## config.mk

```make
export PLATFORM = sky130hd
export DESIGN_NAME = status_led_blink_code_sequencer_flat
export DESIGN_NICKNAME = d
export VERILOG_FILES = /design/src/rtl/sled_pkg.sv /design/src/rtl/sled_if.sv /design/src/rtl/sled_dp.sv /design/src/rtl/sled_ctrl.sv /design/src/rtl/status_led_blink_code_sequencer.sv /design/src/flat_wrapper.sv
export SDC_FILE = /design/constraint.sdc
export NUM_CORES = 1
export LEC_CHECK = 0
export BUFFER_PORTS_ARGS = -buffer_cell sky130_fd_sc_hd__clkbuf_2
export CAP_MARGIN = 5
export CORE_MARGIN = 2
export CORE_UTILIZATION = 55
export CTS_BUF_LIST = sky130_fd_sc_hd__clkbuf_8
export DETAILED_ROUTE_END_ITERATION = 6
export HOLD_SLACK_MARGIN = 0.08
export PLACE_DENSITY = 0.77
export SLEW_MARGIN = 10
export SYNTH_ARGS = -nofsm -noshare
export SYNTH_HDL_FRONTEND = slang
export SYNTH_HIERARCHICAL = 1
export SYNTH_SLANG_ARGS = --single-unit
export TNS_END_PERCENT = 50
```

## constraint.sdc

```tcl
create_clock -name clk -period 10.6 [get_ports clk]
set_input_delay 0 -clock clk [delete_from_list [all_inputs] [get_ports clk]]
set_output_delay 0 -clock clk [all_outputs]
set_load 0.01 [all_outputs]
```

## src/rtl/sled_pkg.sv

```systemverilog
// Shared types and constants for the status LED blink-code sequencer.
// No dependencies; used by the datapath, controller and top level.
package sled_pkg;

  localparam int NUM_SLOTS = 6;

  // Fixed blink timing, in ticks.
  localparam logic [7:0] BLINK_ON_TICKS  = 8'd3;
  localparam logic [7:0] BLINK_GAP_TICKS = 8'd3;
  localparam logic [7:0] BOOT_PERIOD     = 8'd6;
  localparam logic [7:0] BOOT_LIT        = 8'd3;

  // Phase codes.
  localparam logic [2:0] PH_IDLE      = 3'd0;
  localparam logic [2:0] PH_COLLECT   = 3'd1;
  localparam logic [2:0] PH_BLINK_ON  = 3'd2;
  localparam logic [2:0] PH_BLINK_OFF = 3'd3;
  localparam logic [2:0] PH_TAIL      = 3'd4;

  // Idle display modes.
  localparam logic [1:0] MODE_BOOT  = 2'd0;
  localparam logic [1:0] MODE_HEART = 2'd1;
  localparam logic [1:0] MODE_WAIT  = 2'd2;

  // Register indexes.
  localparam logic [2:0] REG_BOOT_BLINKS   = 3'd0;
  localparam logic [2:0] REG_HEART_PERIOD  = 3'd1;
  localparam logic [2:0] REG_PULSE_ON      = 3'd2;
  localparam logic [2:0] REG_WAIT_PERIOD   = 3'd3;
  localparam logic [2:0] REG_WAIT_GAP      = 3'd4;
  localparam logic [2:0] REG_COLLECT_TICKS = 3'd5;
  localparam logic [2:0] REG_TAIL_TICKS    = 3'd6;
  localparam logic [2:0] REG_PROBE_ARMED   = 3'd7;

  // Register reset values.
  localparam logic [4:0] RST_BOOT_BLINKS   = 5'd8;
  localparam logic [7:0] RST_HEART_PERIOD  = 8'd50;
  localparam logic [7:0] RST_PULSE_ON      = 8'd4;
  localparam logic [7:0] RST_WAIT_PERIOD   = 8'd100;
  localparam logic [7:0] RST_WAIT_GAP      = 8'd12;
  localparam logic [7:0] RST_COLLECT_TICKS = 8'd15;
  localparam logic [7:0] RST_TAIL_TICKS    = 8'd10;
  localparam logic       RST_PROBE_ARMED   = 1'b1;

  typedef struct packed {
    logic [4:0] boot_blinks;
    logic [7:0] heartbeat_period;
    logic [7:0] pulse_on_ticks;
    logic [7:0] wait_period;
    logic [7:0] wait_gap;
    logic [7:0] collect_ticks;
    logic [7:0] tail_ticks;
    logic       probe_armed;
  } cfg_t;

  typedef struct packed {
    logic                       kscan_press;
    logic                       key_press;
    logic signed [7:0]          key_idx;
    logic                       link_connected;
    logic                       profile_open;
    logic [NUM_SLOTS-1:0][7:0]  report_key;
  } item_t;

  // Controller to datapath.
  typedef struct packed {
    logic load;
    logic step;
    logic capture;
  } cmd_t;

  // Datapath to controller.
  typedef struct packed {
    logic div_last;
  } sts_t;

endpackage

```

## src/rtl/sled_if.sv

```systemverilog
// Request channels of the status LED sequencer: tick items in, LED levels out.
// Depends on nothing.
interface sled_in_if;
  logic              valid;
  logic              ready;
  logic              kscan_press;
  logic              key_press;
  logic signed [7:0] key_idx;
  logic              link_connected;
  logic              profile_open;
  logic [7:0]        report_key0;
  logic [7:0]        report_key1;
  logic [7:0]        report_key2;
  logic [7:0]        report_key3;
  logic [7:0]        report_key4;
  logic [7:0]        report_key5;

  modport source (
    output valid, kscan_press, key_press, key_idx, link_connected, profile_open,
    output report_key0, report_key1, report_key2, report_key3, report_key4, report_key5,
    input  ready
  );
  modport sink (
    input  valid, kscan_press, key_press, key_idx, link_connected, profile_open,
    input  report_key0, report_key1, report_key2, report_key3, report_key4, report_key5,
    output ready
  );
endinterface

interface sled_out_if;
  logic valid;
  logic ready;
  logic led_on;

  modport source (output valid, led_on, input ready);
  modport sink (input valid, led_on, output ready);
endinterface

```

## src/rtl/sled_dp.sv

```systemverilog
// Datapath: event latches, tick counter, phase machine state, serial
// remainder unit and the LED output register. Uses sled_pkg types.
module sled_dp #(
  parameter int REPORT_SLOTS = 6,
  parameter int PIXEL_COUNT  = 15
) (
  input  logic           clk,
  input  logic           rst,
  input  sled_pkg::cfg_t cfg,
  input  sled_pkg::item_t item,
  input  sled_pkg::cmd_t cmd,
  output sled_pkg::sts_t sts,
  output logic           led_on
);

  logic [31:0] tick_count, tick_count_next;
  logic [2:0]  phase, phase_next;
  logic [7:0]  phase_timer, phase_timer_next;
  logic [1:0]  blink_cnt, blink_cnt_next;
  logic        kscan_latch, kscan_latch_next;
  logic        key_latch, key_latch_next;
  logic        report_latch, report_latch_next;

  logic        use_idle, use_idle_next;
  logic        fixed_on, fixed_on_next;
  logic [1:0]  mode, mode_next;
  logic        open_prof;

  logic [31:0] div_num;
  logic [7:0]  div_rem;
  logic [7:0]  div_den, div_den_next;
  logic [4:0]  step_cnt;

  logic        kscan_set, key_set, report_set, key_ok;
  logic [7:0]  tinc;
  logic [7:0]  boot_end;
  logic [8:0]  rem_shift;
  logic [7:0]  rem_step;
  logic        idle_on;
  logic [9:0]  p10, gap10, pulse10, start1, start2;

  // Latch updates for the incoming tick.
  always_comb begin
    key_ok     = !item.key_idx[7] &&
                 ($unsigned(item.key_idx) < 8'(PIXEL_COUNT));
    kscan_set  = item.kscan_press;
    key_set    = cfg.probe_armed && item.key_press && key_ok;
    report_set = 1'b0;
    for (int i = 0; i < REPORT_SLOTS; i++) begin
      if (item.report_key[i] != 8'd0) report_set = 1'b1;
    end
  end

  assign boot_end = {1'b0, cfg.boot_blinks, 2'b00} + {2'b00, cfg.boot_blinks, 1'b0} + 8'd2;
  assign tinc     = phase_timer + 8'd1;

  // Phase machine, evaluated on the tick being loaded.
  always_comb begin
    kscan_latch_next  = kscan_latch | kscan_set;
    key_latch_next    = key_latch | key_set;
    report_latch_next = report_latch | report_set;
    tick_count_next   = tick_count + 32'd1;
    phase_next        = phase;
    phase_timer_next  = phase_timer;
    blink_cnt_next    = blink_cnt;
    use_idle_next     = 1'b0;
    fixed_on_next     = 1'b0;

    unique case (phase)
      sled_pkg::PH_IDLE: begin
        if (kscan_latch_next || key_latch_next || report_latch_next) begin
          phase_next       = sled_pkg::PH_COLLECT;
          phase_timer_next = 8'd0;
        end else begin
          use_idle_next = 1'b1;
        end
      end
      sled_pkg::PH_COLLECT: begin
        phase_timer_next = tinc;
        if (tinc >= cfg.collect_ticks) begin
          phase_timer_next  = 8'd0;
          blink_cnt_next    = {1'b0, kscan_latch_next} + {1'b0, report_latch_next};
          kscan_latch_next  = 1'b0;
          key_latch_next    = 1'b0;
          report_latch_next = 1'b0;
          phase_next = (blink_cnt_next != 2'd0) ? sled_pkg::PH_BLINK_ON
                                                : sled_pkg::PH_IDLE;
        end
      end
      sled_pkg::PH_BLINK_ON: begin
        fixed_on_next    = 1'b1;
        phase_timer_next = tinc;
        if (tinc >= sled_pkg::BLINK_ON_TICKS) begin
          phase_timer_next = 8'd0;
          phase_next       = sled_pkg::PH_BLINK_OFF;
        end
      end
      sled_pkg::PH_BLINK_OFF: begin
        phase_timer_next = tinc;
        if (tinc >= sled_pkg::BLINK_GAP_TICKS) begin
          phase_timer_next = 8'd0;
          blink_cnt_next   = blink_cnt - 2'd1;
          phase_next = (blink_cnt_next != 2'd0) ? sled_pkg::PH_BLINK_ON
                                                : sled_pkg::PH_TAIL;
        end
      end
      sled_pkg::PH_TAIL: begin
        phase_timer_next = tinc;
        if (tinc >= cfg.tail_ticks) begin
          phase_timer_next = 8'd0;
          phase_next       = sled_pkg::PH_IDLE;
        end
      end
      default: phase_next = sled_pkg::PH_IDLE;
    endcase
  end

  // Idle display mode and its modulus; zero periods act as one.
  always_comb begin
    if (tick_count_next < {24'd0, boot_end}) begin
      mode_next    = sled_pkg::MODE_BOOT;
      div_den_next = sled_pkg::BOOT_PERIOD;
    end else if (item.link_connected) begin
      mode_next    = sled_pkg::MODE_HEART;
      div_den_next = (cfg.heartbeat_period != 8'd0) ? cfg.heartbeat_period : 8'd1;
    end else begin
      mode_next    = sled_pkg::MODE_WAIT;
      div_den_next = (cfg.wait_period != 8'd0) ? cfg.wait_period : 8'd1;
    end
  end

  // One restoring remainder step per cycle.
  assign rem_shift = {div_rem, div_num[31]};
  assign rem_step  = (rem_shift >= {1'b0, div_den}) ? 8'(rem_shift - {1'b0, div_den})
                                                    : rem_shift[7:0];

  // LED level from the remainder.
  assign p10     = {2'b00, div_rem};
  assign gap10   = {2'b00, cfg.wait_gap};
  assign pulse10 = {2'b00, cfg.pulse_on_ticks};
  assign start1  = gap10;
  assign start2  = {gap10[8:0], 1'b0};

  always_comb begin
    case (mode)
      sled_pkg::MODE_BOOT:  idle_on = div_rem < sled_pkg::BOOT_LIT;
      sled_pkg::MODE_HEART: idle_on = div_rem < cfg.pulse_on_ticks;
      default: begin
        idle_on = (p10 < pulse10) ||
                  ((p10 >= start1) && (p10 < start1 + pulse10)) ||
                  (!open_prof && (p10 >= start2) && (p10 < start2 + pulse10));
      end
    endcase
  end

  assign sts.div_last = (step_cnt == 5'd31);

  always_ff @(posedge clk) begin
    if (rst) begin
      tick_count   <= 32'd0;
      phase        <= sled_pkg::PH_IDLE;
      phase_timer  <= 8'd0;
      blink_cnt    <= 2'd0;
      kscan_latch  <= 1'b0;
      key_latch    <= 1'b0;
      report_latch <= 1'b0;
      step_cnt     <= 5'd0;
      div_den      <= 8'd1;
    end else begin
      if (cmd.load) begin
        tick_count   <= tick_count_next;
        phase        <= phase_next;
        phase_timer  <= phase_timer_next;
        blink_cnt    <= blink_cnt_next;
        kscan_latch  <= kscan_latch_next;
        key_latch    <= key_latch_next;
        report_latch <= report_latch_next;
        step_cnt     <= 5'd0;
        div_den      <= div_den_next;
      end else if (cmd.step) begin
        step_cnt <= step_cnt + 5'd1;
      end
    end
  end

  always_ff @(posedge clk) begin
    if (cmd.load) begin
      use_idle  <= use_idle_next;
      fixed_on  <= fixed_on_next;
      mode      <= mode_next;
      open_prof <= item.profile_open;
      div_num   <= tick_count_next;
      div_rem   <= 8'd0;
    end else if (cmd.step) begin
      div_num <= {div_num[30:0], 1'b0};
      div_rem <= rem_step;
    end
    if (cmd.capture) begin
      led_on <= use_idle ? idle_on : fixed_on;
    end
  end

  a_blink_count: assert property (@(posedge clk) disable iff (rst)
    (phase == sled_pkg::PH_BLINK_ON || phase == sled_pkg::PH_BLINK_OFF)
      |-> blink_cnt != 2'd0)
    else $error("blink phase with no blinks left");

  a_blink_timer: assert property (@(posedge clk) disable iff (rst)
    (phase == sled_pkg::PH_BLINK_ON || phase == sled_pkg::PH_BLINK_OFF)
      |-> phase_timer < sled_pkg::BLINK_ON_TICKS)
    else $error("blink timer overran");

  a_den_nonzero: assert property (@(posedge clk) disable iff (rst)
    cmd.step |-> div_den != 8'd0)
    else $error("remainder unit ran with zero modulus");

  a_rem_bound: assert property (@(posedge clk) disable iff (rst)
    cmd.capture |-> div_rem < div_den)
    else $error("remainder not below modulus");

endmodule

```

## src/rtl/sled_ctrl.sv

```systemverilog
// Controller: request handshakes on both channels and sequencing of the
// remainder unit. Uses sled_pkg command and status types.
module sled_ctrl (
  input  logic           clk,
  input  logic           rst,
  input  logic           in_valid,
  output logic           in_ready,
  output logic           out_valid,
  input  logic           out_ready,
  output sled_pkg::cmd_t cmd,
  input  sled_pkg::sts_t sts
);

  localparam logic [1:0] S_IDLE = 2'd0;
  localparam logic [1:0] S_CALC = 2'd1;
  localparam logic [1:0] S_DONE = 2'd2;

  logic [1:0] state, state_next;
  logic       out_valid_next;
  logic       out_free;

  assign out_free = !out_valid || out_ready;

  always_comb begin
    state_next     = state;
    cmd            = '0;
    in_ready       = 1'b0;
    out_valid_next = out_valid && !out_ready;
    unique case (state)
      S_IDLE: begin
        in_ready = 1'b1;
        if (in_valid) begin
          cmd.load   = 1'b1;
          state_next = S_CALC;
        end
      end
      S_CALC: begin
        cmd.step = 1'b1;
        if (sts.div_last) state_next = S_DONE;
      end
      S_DONE: begin
        if (out_free) begin
          cmd.capture    = 1'b1;
          out_valid_next = 1'b1;
          state_next     = S_IDLE;
        end
      end
      default: state_next = S_IDLE;
    endcase
  end

  always_ff @(posedge clk) begin
    if (rst) begin
      state     <= S_IDLE;
      out_valid <= 1'b0;
    end else begin
      state     <= state_next;
      out_valid <= out_valid_next;
    end
  end

  a_capture_free: assert property (@(posedge clk) disable iff (rst)
    cmd.capture |-> (!out_valid || out_ready))
    else $error("result overwritten before it was taken");

  a_valid_source: assert property (@(posedge clk) disable iff (rst)
    $rose(out_valid) |-> $past(state == S_DONE))
    else $error("result shown without finishing a tick");

  a_calc_length: assert property (@(posedge clk) disable iff (rst)
    (state == S_CALC && sts.div_last) |=> state == S_DONE)
    else $error("remainder sequence did not finish");

endmodule

```

## src/rtl/status_led_blink_code_sequencer.sv

```systemverilog
// Status LED blink-code sequencer top: APB registers, controller, datapath.
// Depends on sled_pkg, sled_if, sled_ctrl and sled_dp.
//
// Each tick item holds the block until its LED level is registered: the
// accepting edge updates the latches and phase machine, the bit-serial
// remainder unit then reduces the 32-bit tick count by the active period one
// bit at a time, and a capture step registers the LED level and offers it.
// A new tick is taken in the cycle after the result is registered, even if that
// result is still waiting on the output channel; the next result then holds in
// its last cycle until the earlier one is taken, and the input stalls meanwhile.
// Registers must be written only while no tick is in flight (not enforced).
module status_led_blink_code_sequencer #(
  parameter int REPORT_SLOTS = 6,
  parameter int PIXEL_COUNT  = 15
) (
  input  logic        clk,
  input  logic        rst,
  sled_in_if.sink     tick,
  sled_out_if.source  led,
  input  logic        psel,
  input  logic        penable,
  input  logic        pwrite,
  input  logic [4:0]  paddr,
  input  logic [31:0] pwdata,
  output logic [31:0] prdata,
  output logic        pready
);

  sled_pkg::cfg_t  cfg;
  sled_pkg::item_t item;
  sled_pkg::cmd_t  cmd;
  sled_pkg::sts_t  sts;
  logic            wr_en;
  logic [2:0]      reg_idx;

  assign pready  = 1'b1;
  assign wr_en   = psel && penable && pwrite;
  assign reg_idx = paddr[4:2];

  always_ff @(posedge clk) begin
    if (rst) begin
      cfg.boot_blinks      <= sled_pkg::RST_BOOT_BLINKS;
      cfg.heartbeat_period <= sled_pkg::RST_HEART_PERIOD;
      cfg.pulse_on_ticks   <= sled_pkg::RST_PULSE_ON;
      cfg.wait_period      <= sled_pkg::RST_WAIT_PERIOD;
      cfg.wait_gap         <= sled_pkg::RST_WAIT_GAP;
      cfg.collect_ticks    <= sled_pkg::RST_COLLECT_TICKS;
      cfg.tail_ticks       <= sled_pkg::RST_TAIL_TICKS;
      cfg.probe_armed      <= sled_pkg::RST_PROBE_ARMED;
    end else if (wr_en) begin
      unique case (reg_idx)
        sled_pkg::REG_BOOT_BLINKS:   cfg.boot_blinks      <= pwdata[4:0];
        sled_pkg::REG_HEART_PERIOD:  cfg.heartbeat_period <= pwdata[7:0];
        sled_pkg::REG_PULSE_ON:      cfg.pulse_on_ticks   <= pwdata[7:0];
        sled_pkg::REG_WAIT_PERIOD:   cfg.wait_period      <= pwdata[7:0];
        sled_pkg::REG_WAIT_GAP:      cfg.wait_gap         <= pwdata[7:0];
        sled_pkg::REG_COLLECT_TICKS: cfg.collect_ticks    <= pwdata[7:0];
        sled_pkg::REG_TAIL_TICKS:    cfg.tail_ticks       <= pwdata[7:0];
        sled_pkg::REG_PROBE_ARMED:   cfg.probe_armed      <= pwdata[0];
        default: ;
      endcase
    end
  end

  always_comb begin
    unique case (reg_idx)
      sled_pkg::REG_BOOT_BLINKS:   prdata = {27'd0, cfg.boot_blinks};
      sled_pkg::REG_HEART_PERIOD:  prdata = {24'd0, cfg.heartbeat_period};
      sled_pkg::REG_PULSE_ON:      prdata = {24'd0, cfg.pulse_on_ticks};
      sled_pkg::REG_WAIT_PERIOD:   prdata = {24'd0, cfg.wait_period};
      sled_pkg::REG_WAIT_GAP:      prdata = {24'd0, cfg.wait_gap};
      sled_pkg::REG_COLLECT_TICKS: prdata = {24'd0, cfg.collect_ticks};
      sled_pkg::REG_TAIL_TICKS:    prdata = {24'd0, cfg.tail_ticks};
      sled_pkg::REG_PROBE_ARMED:   prdata = {31'd0, cfg.probe_armed};
      default:                     prdata = 32'd0;
    endcase
  end

  assign item.kscan_press    = tick.kscan_press;
  assign item.key_press      = tick.key_press;
  assign item.key_idx        = tick.key_idx;
  assign item.link_connected = tick.link_connected;
  assign item.profile_open   = tick.profile_open;
  assign item.report_key[0]  = tick.report_key0;
  assign item.report_key[1]  = tick.report_key1;
  assign item.report_key[2]  = tick.report_key2;
  assign item.report_key[3]  = tick.report_key3;
  assign item.report_key[4]  = tick.report_key4;
  assign item.report_key[5]  = tick.report_key5;

  sled_ctrl u_ctrl (
    .clk       (clk),
    .rst       (rst),
    .in_valid  (tick.valid),
    .in_ready  (tick.ready),
    .out_valid (led.valid),
    .out_ready (led.ready),
    .cmd       (cmd),
    .sts       (sts)
  );

  sled_dp #(
    .REPORT_SLOTS (REPORT_SLOTS),
    .PIXEL_COUNT  (PIXEL_COUNT)
  ) u_dp (
    .clk    (clk),
    .rst    (rst),
    .cfg    (cfg),
    .item   (item),
    .cmd    (cmd),
    .sts    (sts),
    .led_on (led.led_on)
  );

endmodule

```

## src/flat_wrapper.sv

```systemverilog
// flat-port wrapper written by rule: the top's interface ports become plain ports
module status_led_blink_code_sequencer_flat 
#(
  parameter int REPORT_SLOTS = 6,
  parameter int PIXEL_COUNT  = 15
)
  (clk, rst, psel, penable, pwrite, paddr, pwdata, prdata, pready, tick_valid, tick_kscan_press, tick_key_press, tick_key_idx, tick_link_connected, tick_profile_open, tick_report_key0, tick_report_key1, tick_report_key2, tick_report_key3, tick_report_key4, tick_report_key5, tick_ready, led_valid, led_led_on, led_ready);
  sled_in_if tick_i ();
  sled_out_if led_i ();
  input  logic clk;
  input  logic rst;
  input  logic psel;
  input  logic penable;
  input  logic pwrite;
  input  logic [4:0] paddr;
  input  logic [31:0] pwdata;
  output logic [31:0] prdata;
  output logic pready;
  input wire logic [$bits(tick_i.valid)-1:0] tick_valid;
  input wire logic [$bits(tick_i.kscan_press)-1:0] tick_kscan_press;
  input wire logic [$bits(tick_i.key_press)-1:0] tick_key_press;
  input wire logic [$bits(tick_i.key_idx)-1:0] tick_key_idx;
  input wire logic [$bits(tick_i.link_connected)-1:0] tick_link_connected;
  input wire logic [$bits(tick_i.profile_open)-1:0] tick_profile_open;
  input wire logic [$bits(tick_i.report_key0)-1:0] tick_report_key0;
  input wire logic [$bits(tick_i.report_key1)-1:0] tick_report_key1;
  input wire logic [$bits(tick_i.report_key2)-1:0] tick_report_key2;
  input wire logic [$bits(tick_i.report_key3)-1:0] tick_report_key3;
  input wire logic [$bits(tick_i.report_key4)-1:0] tick_report_key4;
  input wire logic [$bits(tick_i.report_key5)-1:0] tick_report_key5;
  output wire logic [$bits(tick_i.ready)-1:0] tick_ready;
  output wire logic [$bits(led_i.valid)-1:0] led_valid;
  output wire logic [$bits(led_i.led_on)-1:0] led_led_on;
  input wire logic [$bits(led_i.ready)-1:0] led_ready;
  assign tick_i.valid = tick_valid;
  assign tick_i.kscan_press = tick_kscan_press;
  assign tick_i.key_press = tick_key_press;
  assign tick_i.key_idx = tick_key_idx;
  assign tick_i.link_connected = tick_link_connected;
  assign tick_i.profile_open = tick_profile_open;
  assign tick_i.report_key0 = tick_report_key0;
  assign tick_i.report_key1 = tick_report_key1;
  assign tick_i.report_key2 = tick_report_key2;
  assign tick_i.report_key3 = tick_report_key3;
  assign tick_i.report_key4 = tick_report_key4;
  assign tick_i.report_key5 = tick_report_key5;
  assign tick_ready = tick_i.ready;
  assign led_valid = led_i.valid;
  assign led_led_on = led_i.led_on;
  assign led_i.ready = led_ready;
  status_led_blink_code_sequencer #(.REPORT_SLOTS(REPORT_SLOTS), .PIXEL_COUNT(PIXEL_COUNT)) u_core (.clk(clk), .rst(rst), .tick(tick_i), .led(led_i), .psel(psel), .penable(penable), .pwrite(pwrite), .paddr(paddr), .pwdata(pwdata), .prdata(prdata), .pready(pready));
endmodule
```

### After elaboration in Yosys (flattened, before gate mapping)

Cells that the tools add are included.

* register bits: 164
* bits of input ports: 104
* output and inout port bits: 36
* logic and storage cells: 177

* add/sub/neg operators: 10
* order comparisons: 13
* equal/unequal tests: 23
* multiplexer cells: 53
* bitwise logic cells: 3
* reductions and logical operators: 49

Operator list (number)
* $pmux 32 s8: 1
* $mux 8: 9
* $mux 32: 2
* $reduce_bool 8->1: 8
* $add 32x1->32 const B: 1
* $lt 32x8->1: 1
* $pmux 8 s4: 1
* $ge 8x8->1: 3
* $mux 1: 23
* $mux 3: 6
* $lt 8x8->1: 2
* $reduce_and 2->1: 8
* $eq 3x3->1 const B: 5
* $pmux 3 s5: 1
* $mux 2: 7
* $ne 2x2->1 const B: 7
* $eq 3x2->1 const B: 4
* $add 9x8->10: 1
* $lt 8x10->1: 1
* $add 8x8->9: 1
* $ge 8x9->1: 1
* $ge 9x8->1: 1
* $logic_and 1x1->1: 9
* $lt 8x9->1: 1
* other kinds (29): 47

### Longest topological paths before layout

Gate-level depths: netlist of run 1.

* depth in word-level cells: 13
* gate-level depth with buffers: 17
* depth with buffers taken out: 17

### By module

The synthesis of run 1 kept the hierarchy.

Modules (own cells, without submodules)
* sled_dp: times used 1, cells an instance 990, area each 8499.4 sq um, seq. area each 2522.4 sq um
* status_led_blink_code_sequencer: times used 1, cells an instance 313, area each 2770.2 sq um, seq. area each 1081.0 sq um
* sled_ctrl: times used 1, cells an instance 15, area each 145.1 sq um, seq. area each 60.1 sq um

### Worst setup path after synthesis of run 1

OpenSTA, ideal clock, no wires.

* kind: register to register
* from: register, netlist name u_core/cfg[50]
* to: register u_core.u_dp.mode[0] (data pin)
* library setup time: 256 ps
* arrival time: 3279 ps
* required time: 10344 ps
* slack: 7066 ps
* stages on the path, launching flop included: 17
* path buffers: 0
* period minus slack after synthesis: 3534 ps
* path through: dfxtp_1 > inv_1 > ha_1 > nor2b_1 > o21ai_0 > nand2b_1 > a21oi_1 > nor2_1 > nor2_1 > xor2_1 > ha_1 > nor2b_1 > o31a_1 > or4bb_1 > a2111oi_4 > nand2_4 > and2_2

* longest elaborated chain between the ends: 3

RTL lines
* $add 7x6->8: line sled_dp.sv:54 `assign boot_end = {1'b0, cfg.boot_blinks, 2'b00} + {2'b00, cfg.boot_blinks, 1'b0} + 8'd2;`
* $add 8x2->8: line sled_dp.sv:54
* $lt 32x8->1: line sled_dp.sv:120 `if (tick_count_next < {24'd0, boot_end}) begin`
* end signal, assigned: line sled_dp.sv:190 `mode <= mode_next;`
* end, declared: line sled_dp.sv:26 `logic [1:0] mode, mode_next;`

Every way passes these cells.
A chain may end at the register's enable or synchronous reset.

### Worst setup path in the final report of run 1

* from: register, netlist name u_core/cfg[50]
* to: register u_core.u_dp.mode[0] (data pin)

* longest elaborated chain between the ends: 3

RTL lines (line)
* $add 7x6->8: sled_dp.sv:54
* $add 8x2->8: sled_dp.sv:54
* $lt 32x8->1: sled_dp.sv:120

Every way passes these cells.

==> impl_table.tex, run 1 <==
\begin{tabular}{lr}
\hline
Metric & Value \\
\hline
\multicolumn{2}{l}{\textbf{Status}} \\
\quad Outcome & complete, but fails checks \\
\quad Violations in the final reports & design-rule violations \\
\multicolumn{2}{l}{\textbf{Setup path}} \\
\quad Critical path type & flop to flop \\
\quad Longest individual stage delay on the worst path & 560 ps \\
\quad Kind of start point of the critical path & flop \\
\quad CP Buf/Inv Count & 1 \\
\quad Cell-by-cell trace of the critical path & inv\_1 > ha\_1 > nor2b\_1 > o21ai\_0 > nand2b\_1 > a21oi\_1 > nor2\_1 > nor2\_1 > xor2\_1 > ha\_1 > nor2b\_1 > o31a\_1 > or4bb\_1 > a2111oi\_4 > nand2\_4 > and2\_2 \\
\quad Crit Reg-Reg Startpoint & u\_core/cfg[50] \\
\quad Max FO, Critical Path & 9 \\
\quad End of the worst register-to-register path & u\_core/u\_dp/mode[0] \\
\quad Number of cells on the worst reg-to-reg path & 16 \\
\quad Endpoint arrival time on the critical path & 4130 ps \\
\quad Critical path's top delay family & simple AND/OR/NAND/NOR gates \\
\quad CP required & 10840 ps \\
\quad Slowest library cell on the worst path & sky130\_fd\_sc\_hd\_\_or4bb\_1 \\
\quad Internal reg-to-reg setup slack & 6710 ps \\
\quad Sort of element at the end of the critical path & flop \\
\multicolumn{2}{l}{\textbf{Power}} \\
\quad Sequential share of power & 47.6\% \\
\quad P\_sw & 0.0004856 W \\
\quad Cell leakage power & 4.919 nW \\
\quad Portion of total power attributed to combinational logic & 22.5\% \\
\quad Share of total power in the clock network & 29.9\% \\
\quad VDD IR-drop max & 0.09299 mV \\
\quad Internal cell power & 0.001018 W \\
\quad Ratio of total power to cell area & 122.6 nW/um\^{}2 \\
\quad Switching share of power & 32.30\% \\
\multicolumn{2}{l}{\textbf{Clocking}} \\
\quad Worst-skew pair later-pin latency & 480 ps \\
\quad Number of buffers inserted during clock tree synthesis & 17 \\
\quad Hold-fix buffer count after cts & 18 \\
\quad Clock tree root driver cell & sky130\_fd\_sc\_hd\_\_clkbuf\_8 \\
\quad Number of instances resized during post-cts repair & 0 \\
\quad Number of H-tree levels & 4 \\
\quad TritonCTS clock tree & yes \\
\quad Post-CTS setup buffer count & 0 \\
\quad Clock tree sinks & 164 \\
\quad CTS clock-pin slew for the worst setup and hold paths & 100 ps \\
\quad CTS Buffer Depth & 2 \\
\multicolumn{2}{l}{\textbf{Timing}} \\
\quad Transition time at the pin with the least slew margin & 1073 ps \\
\quad Timing-limited maximum frequency & 257.0 MHz \\
\quad RSZ-0062 raised after global routing & false \\
\quad Post-Route Skew & 13.45 ps \\
\quad Final Critical Period & 3891 ps \\
\quad Relative slew margins & 28.04\% \\
\quad Crit share post-route & 36.71\% \\
\quad Number of hold violations in the final report & 0 \\
\quad Final setup fails & 0 \\
\quad Sum of negative setup slack & 0 ps \\
\quad Max Slew Vio Count & 0 \\
\quad Tightest hold margin & 152.9 ps \\
\multicolumn{2}{l}{\textbf{Floorplanning}} \\
\quad Initial core utilization & 56.23\% \\
\quad Standard-cell rows & 52 \\
\quad Die footprint & 21920 sq um \\
\quad I/O pin count & 140 \\
\quad Width of the die & 148.1 um \\
\quad Vertical die dimension & 148.1 um \\
\quad Std-Cell Core Area & 20300 sq um \\
\multicolumn{2}{l}{\textbf{Synth}} \\
\quad Synthesized-area fraction occupied by xor and xnor cells & 6.215\% \\
\quad Share of synthesized cell area in full adder, half adder and majority cells & 11.22\% \\
\quad Cell types occupying the most area after synthesis & sky130\_fd\_sc\_hd\_\_dfxtp\_1, sky130\_fd\_sc\_hd\_\_ha\_1, sky130\_fd\_sc\_hd\_\_edfxtp\_1, sky130\_fd\_sc\_hd\_\_nor2\_1, sky130\_fd\_sc\_hd\_\_a21oi\_1 \\
\quad Primary flip-flop cell chosen by synthesis mapping & sky130\_fd\_sc\_hd\_\_dfxtp\_1 \\
\quad Sequential element share of the synthesized area & 32.09\% \\
\quad Count of flip-flops with a built-in enable after synthesis & 38 \\
\quad Basic-gate share of the synthesized area counting and, or, nand and nor cells & 22.39\% \\
\quad Compound-cell area share of the yosys netlist & 15.98\% \\
\quad Dominant combinational cell family by area after synthesis & simple AND/OR/NAND/NOR gates \\
\quad Yosys cell types & 96 \\
\quad Syn Area/Cell & 8.661 sq um \\
\quad Synth area leader & sky130\_fd\_sc\_hd\_\_dfxtp\_1 \\
\quad Warnings from Yosys & 6 \\
\quad Count leader, synth & sky130\_fd\_sc\_hd\_\_nor2\_1 \\
\quad Top cell type's share of synthesized area & 22.10\% \\
\quad Async set-or-reset flop fraction in the synthesized netlist & 0\% \\
\quad Post-synthesis sequential element count & 164 \\
\quad Gate count of the mapped netlist & 1318 \\
\quad Proportion of synthesized area in mux cells & 4.483\% \\
\quad Commonest cells post-synth & sky130\_fd\_sc\_hd\_\_nor2\_1, sky130\_fd\_sc\_hd\_\_dfxtp\_1, sky130\_fd\_sc\_hd\_\_a21oi\_1 \\
\quad Netlist area before placement & 11410 sq um \\
\multicolumn{2}{l}{\textbf{Layout}} \\
\quad Final Instance Area & 12260 sq um \\
\quad Fraction of layout instances using a drive strength above 1 & 13.29\% \\
\quad Core Util, Final & 60.40\% \\
\quad Final Non-Filler Cells & 1654 \\
\quad Number of inserted filler cells in the final layout & 1797 \\
\quad Area overhead of the layout relative to synthesis & 7.410\% \\
\quad Final \#Nets & 1575 \\
\quad N\_diodes & 0 \\
\multicolumn{2}{l}{\textbf{Placed design}} \\
\quad Hpwl dp & 18.89 mm \\
\quad Port Buffers & 88 \\
\quad Placed Cells incl. Taps & 1604 \\
\quad Final estimated routing congestion in global placement & 0.8843 \\
\quad Placed Area & 11710 sq um \\
\multicolumn{2}{l}{\textbf{Worst hold path}} \\
\quad HP Start & pwrite \\
\quad Type of the most critical hold path & primary input to flop \\
\quad Hold-critical path depth & 4 \\
\quad Endpoint of the worst hold path & u\_core/cfg[35] \\
\multicolumn{2}{l}{\textbf{GRT}} \\
\quad Via count of the first global-routing pass & 8997 \\
\quad Maximum number of pins on one net before global-route repair & 80 \\
\quad Wire length of the first global-routing pass & 43.96 mm \\
\quad Number of antenna violations at the first check in global routing & 0 \\
\quad Total global-route track usage & 24.44\% \\
\quad GRT overflow & 0 \\
\multicolumn{2}{l}{\textbf{Detailed routing}} \\
\quad Via count normalized by instance count & 5.846 \\
\quad Vias after detailed routing & 9670 \\
\quad DRT iter0 DRCs & 776 \\
\quad Average routed wire per standard cell & 15.93 um \\
\quad DRT Pass-1 Iters & 7 \\
\quad DRC errors left & 5 \\
\quad Remaining antenna violation count after routing & 0 \\
\quad Routed wire length & 26.35 mm \\
\multicolumn{2}{l}{\textbf{Flow run}} \\
\quad Max-Cap Viols & 0 \\
\hline
\end{tabular}
-- power groups by stage --
stage | logic (W) | clock network [W] | registers, W
after floorplan | 0.000265 | 0 | 0.000712
after CTS | 0.000338 | 0.000459 | 0.000716
after detailed placement | 0.000331 | 0 | 0.000730
final | 0.000339 | 0.000449 | 0.000715
after global routing | 0.000384 | 0.000483 | 0.000720
after global placement | 0.000320 | 0 | 0.000729
-- cells in the final DEF (no fill, tap or decap), drive strengths merged, types with 20 or more instances in the layout --
cell type | netlist | routed
a21oi | 106 | 106
clkbuf | 35 | 104
conb | 2 | 25
dfxtp | 126 | 126
edfxtp | 38 | 38
ha | 96 | 96
inv | 69 | 78
mux2i | 35 | 35
nand2 | 102 | 102
nand3 | 27 | 27
nand4 | 26 | 26
nor2 | 151 | 151
nor3 | 39 | 39
nor4 | 23 | 23
o21ai | 54 | 54
or3 | 20 | 20
xnor2 | 38 | 38
xor2 | 43 | 43
-- worst min-delay path: stages --
cell	delay (ps)
sky130_fd_sc_hd__clkbuf_2	110
sky130_fd_sc_hd__nand4b_4	280
sky130_fd_sc_hd__nor2_8	80
sky130_fd_sc_hd__a21oi_1	140
-- logic make-up after synthesis --
| group | count (synthesis) |
|---|---|
| and+or+nand+nor | 476 |
| AOI/OAI and AO/OA | 280 |
| buffers and inverters | 167 |
| DFF | 164 |
| adders and majority gates | 100 |
| xor gates and xnor gates | 81 |
| muxes | 48 |
| other | 2 |
-- worst max-delay path by stage --
| stage | start | endpoint | slack (ps) | depth (start not counted) |
|---|---|---|---|---|
| after global placement | u_core/cfg[50] | u_core/u_dp/mode[0] | 6750 | 16 |
| final | u_core/cfg[50] | u_core/u_dp/mode[0] | 6710 | 16 |
| after floorplan | u_core/cfg[50] | u_core/u_dp/mode[0] | 7070 | 16 |
| after CTS | u_core/cfg[50] | u_core/u_dp/mode[0] | 6740 | 16 |
| after detailed placement | u_core/cfg[50] | u_core/u_dp/mode[0] | 6770 | 16 |
| after global routing | u_core/cfg[50] | u_core/u_dp/mode[0] | 6470 | 16 |
-- flip-flops by register name, summed over array words and instances (netlist names), 2 cells and up --
signal	cells
u_core/u_dp/tick_count	32
u_core/u_dp/mode	2
u_core/u_ctrl/state	2
u_core/u_dp/step_cnt	5
u_core/u_dp/phase	3
u_core/u_dp/phase_timer	8
u_core/u_dp/blink_cnt	2
u_core/u_dp/div_rem	8
u_core/u_dp/div_num	32
u_core/u_dp/div_den	8
u_core/cfg	54
-- routing by layer --
metal  wire length, um  share of wire (%)  GRT usage [%]  vias up
li1                  -                  -              -     4770
met1             12010                 46          33.49     4566
met2             12320                 47          39.77      293
met3              1505                5.7          4.233       41
met4               515                2.0          7.238        0
met5                 0                  0              0        -
-- per-stage QoR --
stage	power [W]	setup WS (ps)
final	0.001503	6709
after global routing	0.001586	6472
after CTS	0.001512	6738
after detailed placement	0.001061	6770
after global placement	0.001049	6747
after floorplan	0.0009767	7066
-- cell type report --
type / count / area [sq um] / area share (%)
multi-input combinational: 1010 / 6979 / 56.92
sequential: 164 / 3664 / 29.88
timing repair buffer: 109 / 645.6 / 5.266
tap: 270 / 337.8 / 2.755
inverter: 69 / 259.0 / 2.112
clock buffer: 17 / 234.0 / 1.908
clock inverter: 15 / 141.4 / 1.153
Note: power is estimated with default switching activity, not from simulation.
==> run 2, diff against run 1 <==
Settings changed: PLACE_DENSITY 0.77 to 0.8.
Clock period 10.6 ns to 3.4 ns, I/O delays scaled along.
==> run 2 against run 1 <==
- the run ends with negative setup slack left
- clock power grew to 3.6 times the previous value
- non-clock buffer count up 40
- critical path depth grew 1
- core utilization grew 2.1 points
- clock skew rose by 3.2 ps
- sequential power increased to 3.1 times the previous value
- combinational power rose to 3.3 times the previous value
- critical path type unchanged
==> impl_table.tex, run 2 (synthesis results as in run 1) <==
\begin{tabular}{lr}
\hline
Metric & Value \\
\hline
\multicolumn{2}{l}{\textbf{Setup path}} \\
\quad Critical Path Stages & 17 \\
\quad Internal reg-to-reg setup slack & -300 ps \\
\quad CP Buf/Inv Count & 2 \\
\quad Slowest library cell on the worst path & sky130\_fd\_sc\_hd\_\_or4bb\_1 \\
\quad Endpoint arrival time on the critical path & 3920 ps \\
\quad Critical path type & flop to flop \\
\quad Crit Reg-Reg Startpoint & u\_core/cfg[50] \\
\quad Startpoint of the worst setup timing path & u\_core/cfg[50] \\
\quad Cell-by-cell trace of the critical path & inv\_2 > ha\_4 > nor2b\_1 > o21ai\_1 > nand2b\_1 > a21oi\_2 > nor2\_1 > nor2\_1 > xor2\_1 > ha\_1 > nor2b\_1 > o31a\_1 > or4bb\_1 > a2111oi\_4 > buf\_4 > nand2\_4 > and2\_4 \\
\quad Longest individual stage delay on the worst path & 550 ps \\
\quad Sort of element at the end of the critical path & flop \\
\quad Critical path's top delay family & simple AND/OR/NAND/NOR gates \\
\quad End of the worst register-to-register path & u\_core/u\_dp/mode[0] \\
\quad Capture point of the worst path & u\_core/u\_dp/mode[0] \\
\quad Number of cells on the worst reg-to-reg path & 17 \\
\quad Kind of start point of the critical path & flop \\
\quad CP required & 3620 ps \\
\quad Max FO, Critical Path & 5 \\
\multicolumn{2}{l}{\textbf{Detailed routing}} \\
\quad Via count normalized by instance count & 5.838 \\
\quad Vias after detailed routing & 9895 \\
\quad Average routed wire per standard cell & 16.44 um \\
\quad DRT Pass-1 Iters & 5 \\
\quad Routed wire length & 27.86 mm \\
\quad Remaining antenna violation count after routing & 0 \\
\quad DRT iter0 DRCs & 769 \\
\quad DRC errors left & 0 \\
\multicolumn{2}{l}{\textbf{Timing}} \\
\quad Crit share post-route & 108.9\% \\
\quad Number of hold violations in the final report & 0 \\
\quad Transition time at the pin with the least slew margin & 864.4 ps \\
\quad Tightest hold margin & 197.7 ps \\
\quad Setup slack after layout & -303.0 ps \\
\quad Final Critical Period & 3703 ps \\
\quad Max Slew Vio Count & 0 \\
\quad Relative slew margins & 42.38\% \\
\quad Post-Route Skew & 16.63 ps \\
\quad RSZ-0062 raised after global routing & true \\
\quad Final setup fails & 10 \\
\quad Timing-limited maximum frequency & 270.1 MHz \\
\quad Sum of negative setup slack & -2504 ps \\
\multicolumn{2}{l}{\textbf{Layout}} \\
\quad Register containing the most flip-flops in the final layout & u\_core/cfg \\
\quad Commonest non-fill, non-tap cell in the layout & sky130\_fd\_sc\_hd\_\_nor2\_1 \\
\quad Top library cells by usage in the layout, fill and taps aside & sky130\_fd\_sc\_hd\_\_nor2\_1, sky130\_fd\_sc\_hd\_\_dfxtp\_1, sky130\_fd\_sc\_hd\_\_a21oi\_1 \\
\quad Final Non-Filler Cells & 1695 \\
\quad Final \#Nets & 1616 \\
\quad Fraction of layout instances using a drive strength above 1 & 16.70\% \\
\quad Max reg flops & 54 \\
\quad Registers with the most flip-flops & u\_core/cfg: 54 flops, u\_core/u\_dp/div\_num: 32 flops, u\_core/u\_dp/tick\_count: 32 flops \\
\quad Area overhead of the layout relative to synthesis & 11.19\% \\
\quad N\_diodes & 0 \\
\multicolumn{2}{l}{\textbf{Power}} \\
\quad VDD IR-drop max & 0.2591 mV \\
\quad Ratio of total power to cell area & 391.2 nW/um\^{}2 \\
\quad Cell leakage power & 5.182 nW \\
\quad Tot Pwr & 0.004965 W \\
\multicolumn{2}{l}{\textbf{Clocking}} \\
\quad CTS clock-pin slew for the worst setup and hold paths & 90 ps \\
\quad Clock tree sinks & 164 \\
\quad Number of buffers inserted during clock tree synthesis & 17 \\
\quad Clock tree root driver cell & sky130\_fd\_sc\_hd\_\_clkbuf\_8 \\
\quad Worst-skew pair later-pin latency & 460 ps \\
\quad CTS Buffer Depth & 2 \\
\quad TritonCTS clock tree & yes \\
\quad Number of H-tree levels & 4 \\
\multicolumn{2}{l}{\textbf{Worst hold path}} \\
\quad Type of the most critical hold path & primary input to flop \\
\quad Hold-critical path depth & 5 \\
\multicolumn{2}{l}{\textbf{Placed design}} \\
\quad Final estimated routing congestion in global placement & 0.9103 \\
\quad Hpwl dp & 20.01 mm \\
\quad Port Buffers & 88 \\
\quad Placed Cells incl. Taps & 1644 \\
\quad Worst-case setup slack after placement & -317.2 ps \\
\multicolumn{2}{l}{\textbf{GRT}} \\
\quad Number of antenna violations at the first check in global routing & 0 \\
\quad GRT overflow & 0 \\
\quad Maximum number of pins on one net before global-route repair & 71 \\
\quad Wire length of the first global-routing pass & 45.26 mm \\
\quad Total global-route track usage & 25.08\% \\
\quad Via count of the first global-routing pass & 9245 \\
\multicolumn{2}{l}{\textbf{Floorplanning}} \\
\quad Std-Cell Core Area & 20300 sq um \\
\quad Initial core utilization & 56.23\% \\
\quad Vertical die dimension & 148.1 um \\
\quad I/O pin count & 140 \\
\quad Standard-cell rows & 52 \\
\quad Width of the die & 148.1 um \\
\quad Die footprint & 21920 sq um \\
\multicolumn{2}{l}{\textbf{Status}} \\
\quad Violations in the final reports & negative setup slack \\
\quad Outcome & complete, but fails checks \\
\multicolumn{2}{l}{\textbf{Flow run}} \\
\quad Max-Cap Viols & 0 \\
\hline
\end{tabular}
[run 2: metal layers]
metal	global-route usage [%]	wire length, um
met5	0	0
met4	6.762	452
met3	5.031	1800
met2	40.56	13160
met1	34.40	12450
[run 2: worst min-delay path: stages]
cell,delay (ps)
sky130_fd_sc_hd__clkbuf_2,110
sky130_fd_sc_hd__nand4b_4,290
sky130_fd_sc_hd__nor2_8,80
sky130_fd_sc_hd__nand2_1,80
sky130_fd_sc_hd__a21oi_1,60
[run 2: how the worst min path moves through the flow]
stage,start,to
6_report,pwrite,u_core/cfg[33]
5_1_grt,pwrite,u_core/cfg[33]
4_1_cts,pwrite,u_core/cfg[33]
3_5_place_dp,tick_profile_open,u_core/u_dp/open_prof
3_3_place_gp,tick_profile_open,u_core/u_dp/open_prof
2_1_floorplan,rst,u_core/u_ctrl/out_valid
[run 2: what timing repair did]
| item | in CTS | in global routing |
|---|---|---|
| gates resized for setup | 0 | 9 |
| setup buffers | 2 | 0 |
| pin swaps | 9 | 7 |
| hold buffers | 16 | 0 |
| setup endpoints to repair | 10 | 12 |
| endpoints found under the hold margin | 70 | 0 |
| gates cloned | 1 | 0 |
[run 2: power breakdown]
part / internal, W / switching (W)
Combinational: 0.000495 / 0.000613
Sequential: 0.00210 / 0.000121
Clock: 0.000891 / 0.000741
Total: 0.00349 / 0.00147
[run 2: final cells by class]
type	instances	area (sq um)
clock inverters	14	209.0
multi-input cells	1011	7030
clock buffers	18	247.7
repair buffers	149	940.9
flip-flops and latches	164	3667
fillers	1688	7607
inverters	69	259.0
well taps	270	337.8
[run 2: through the flow]
stage               utilization [%]  area, sq um
detailed placement            59.23        12020
CTS                           62.38        12660
global placement              59.23        12020
finish                        62.52        12690
floorplan                         -        11520
global route                  62.52        12690
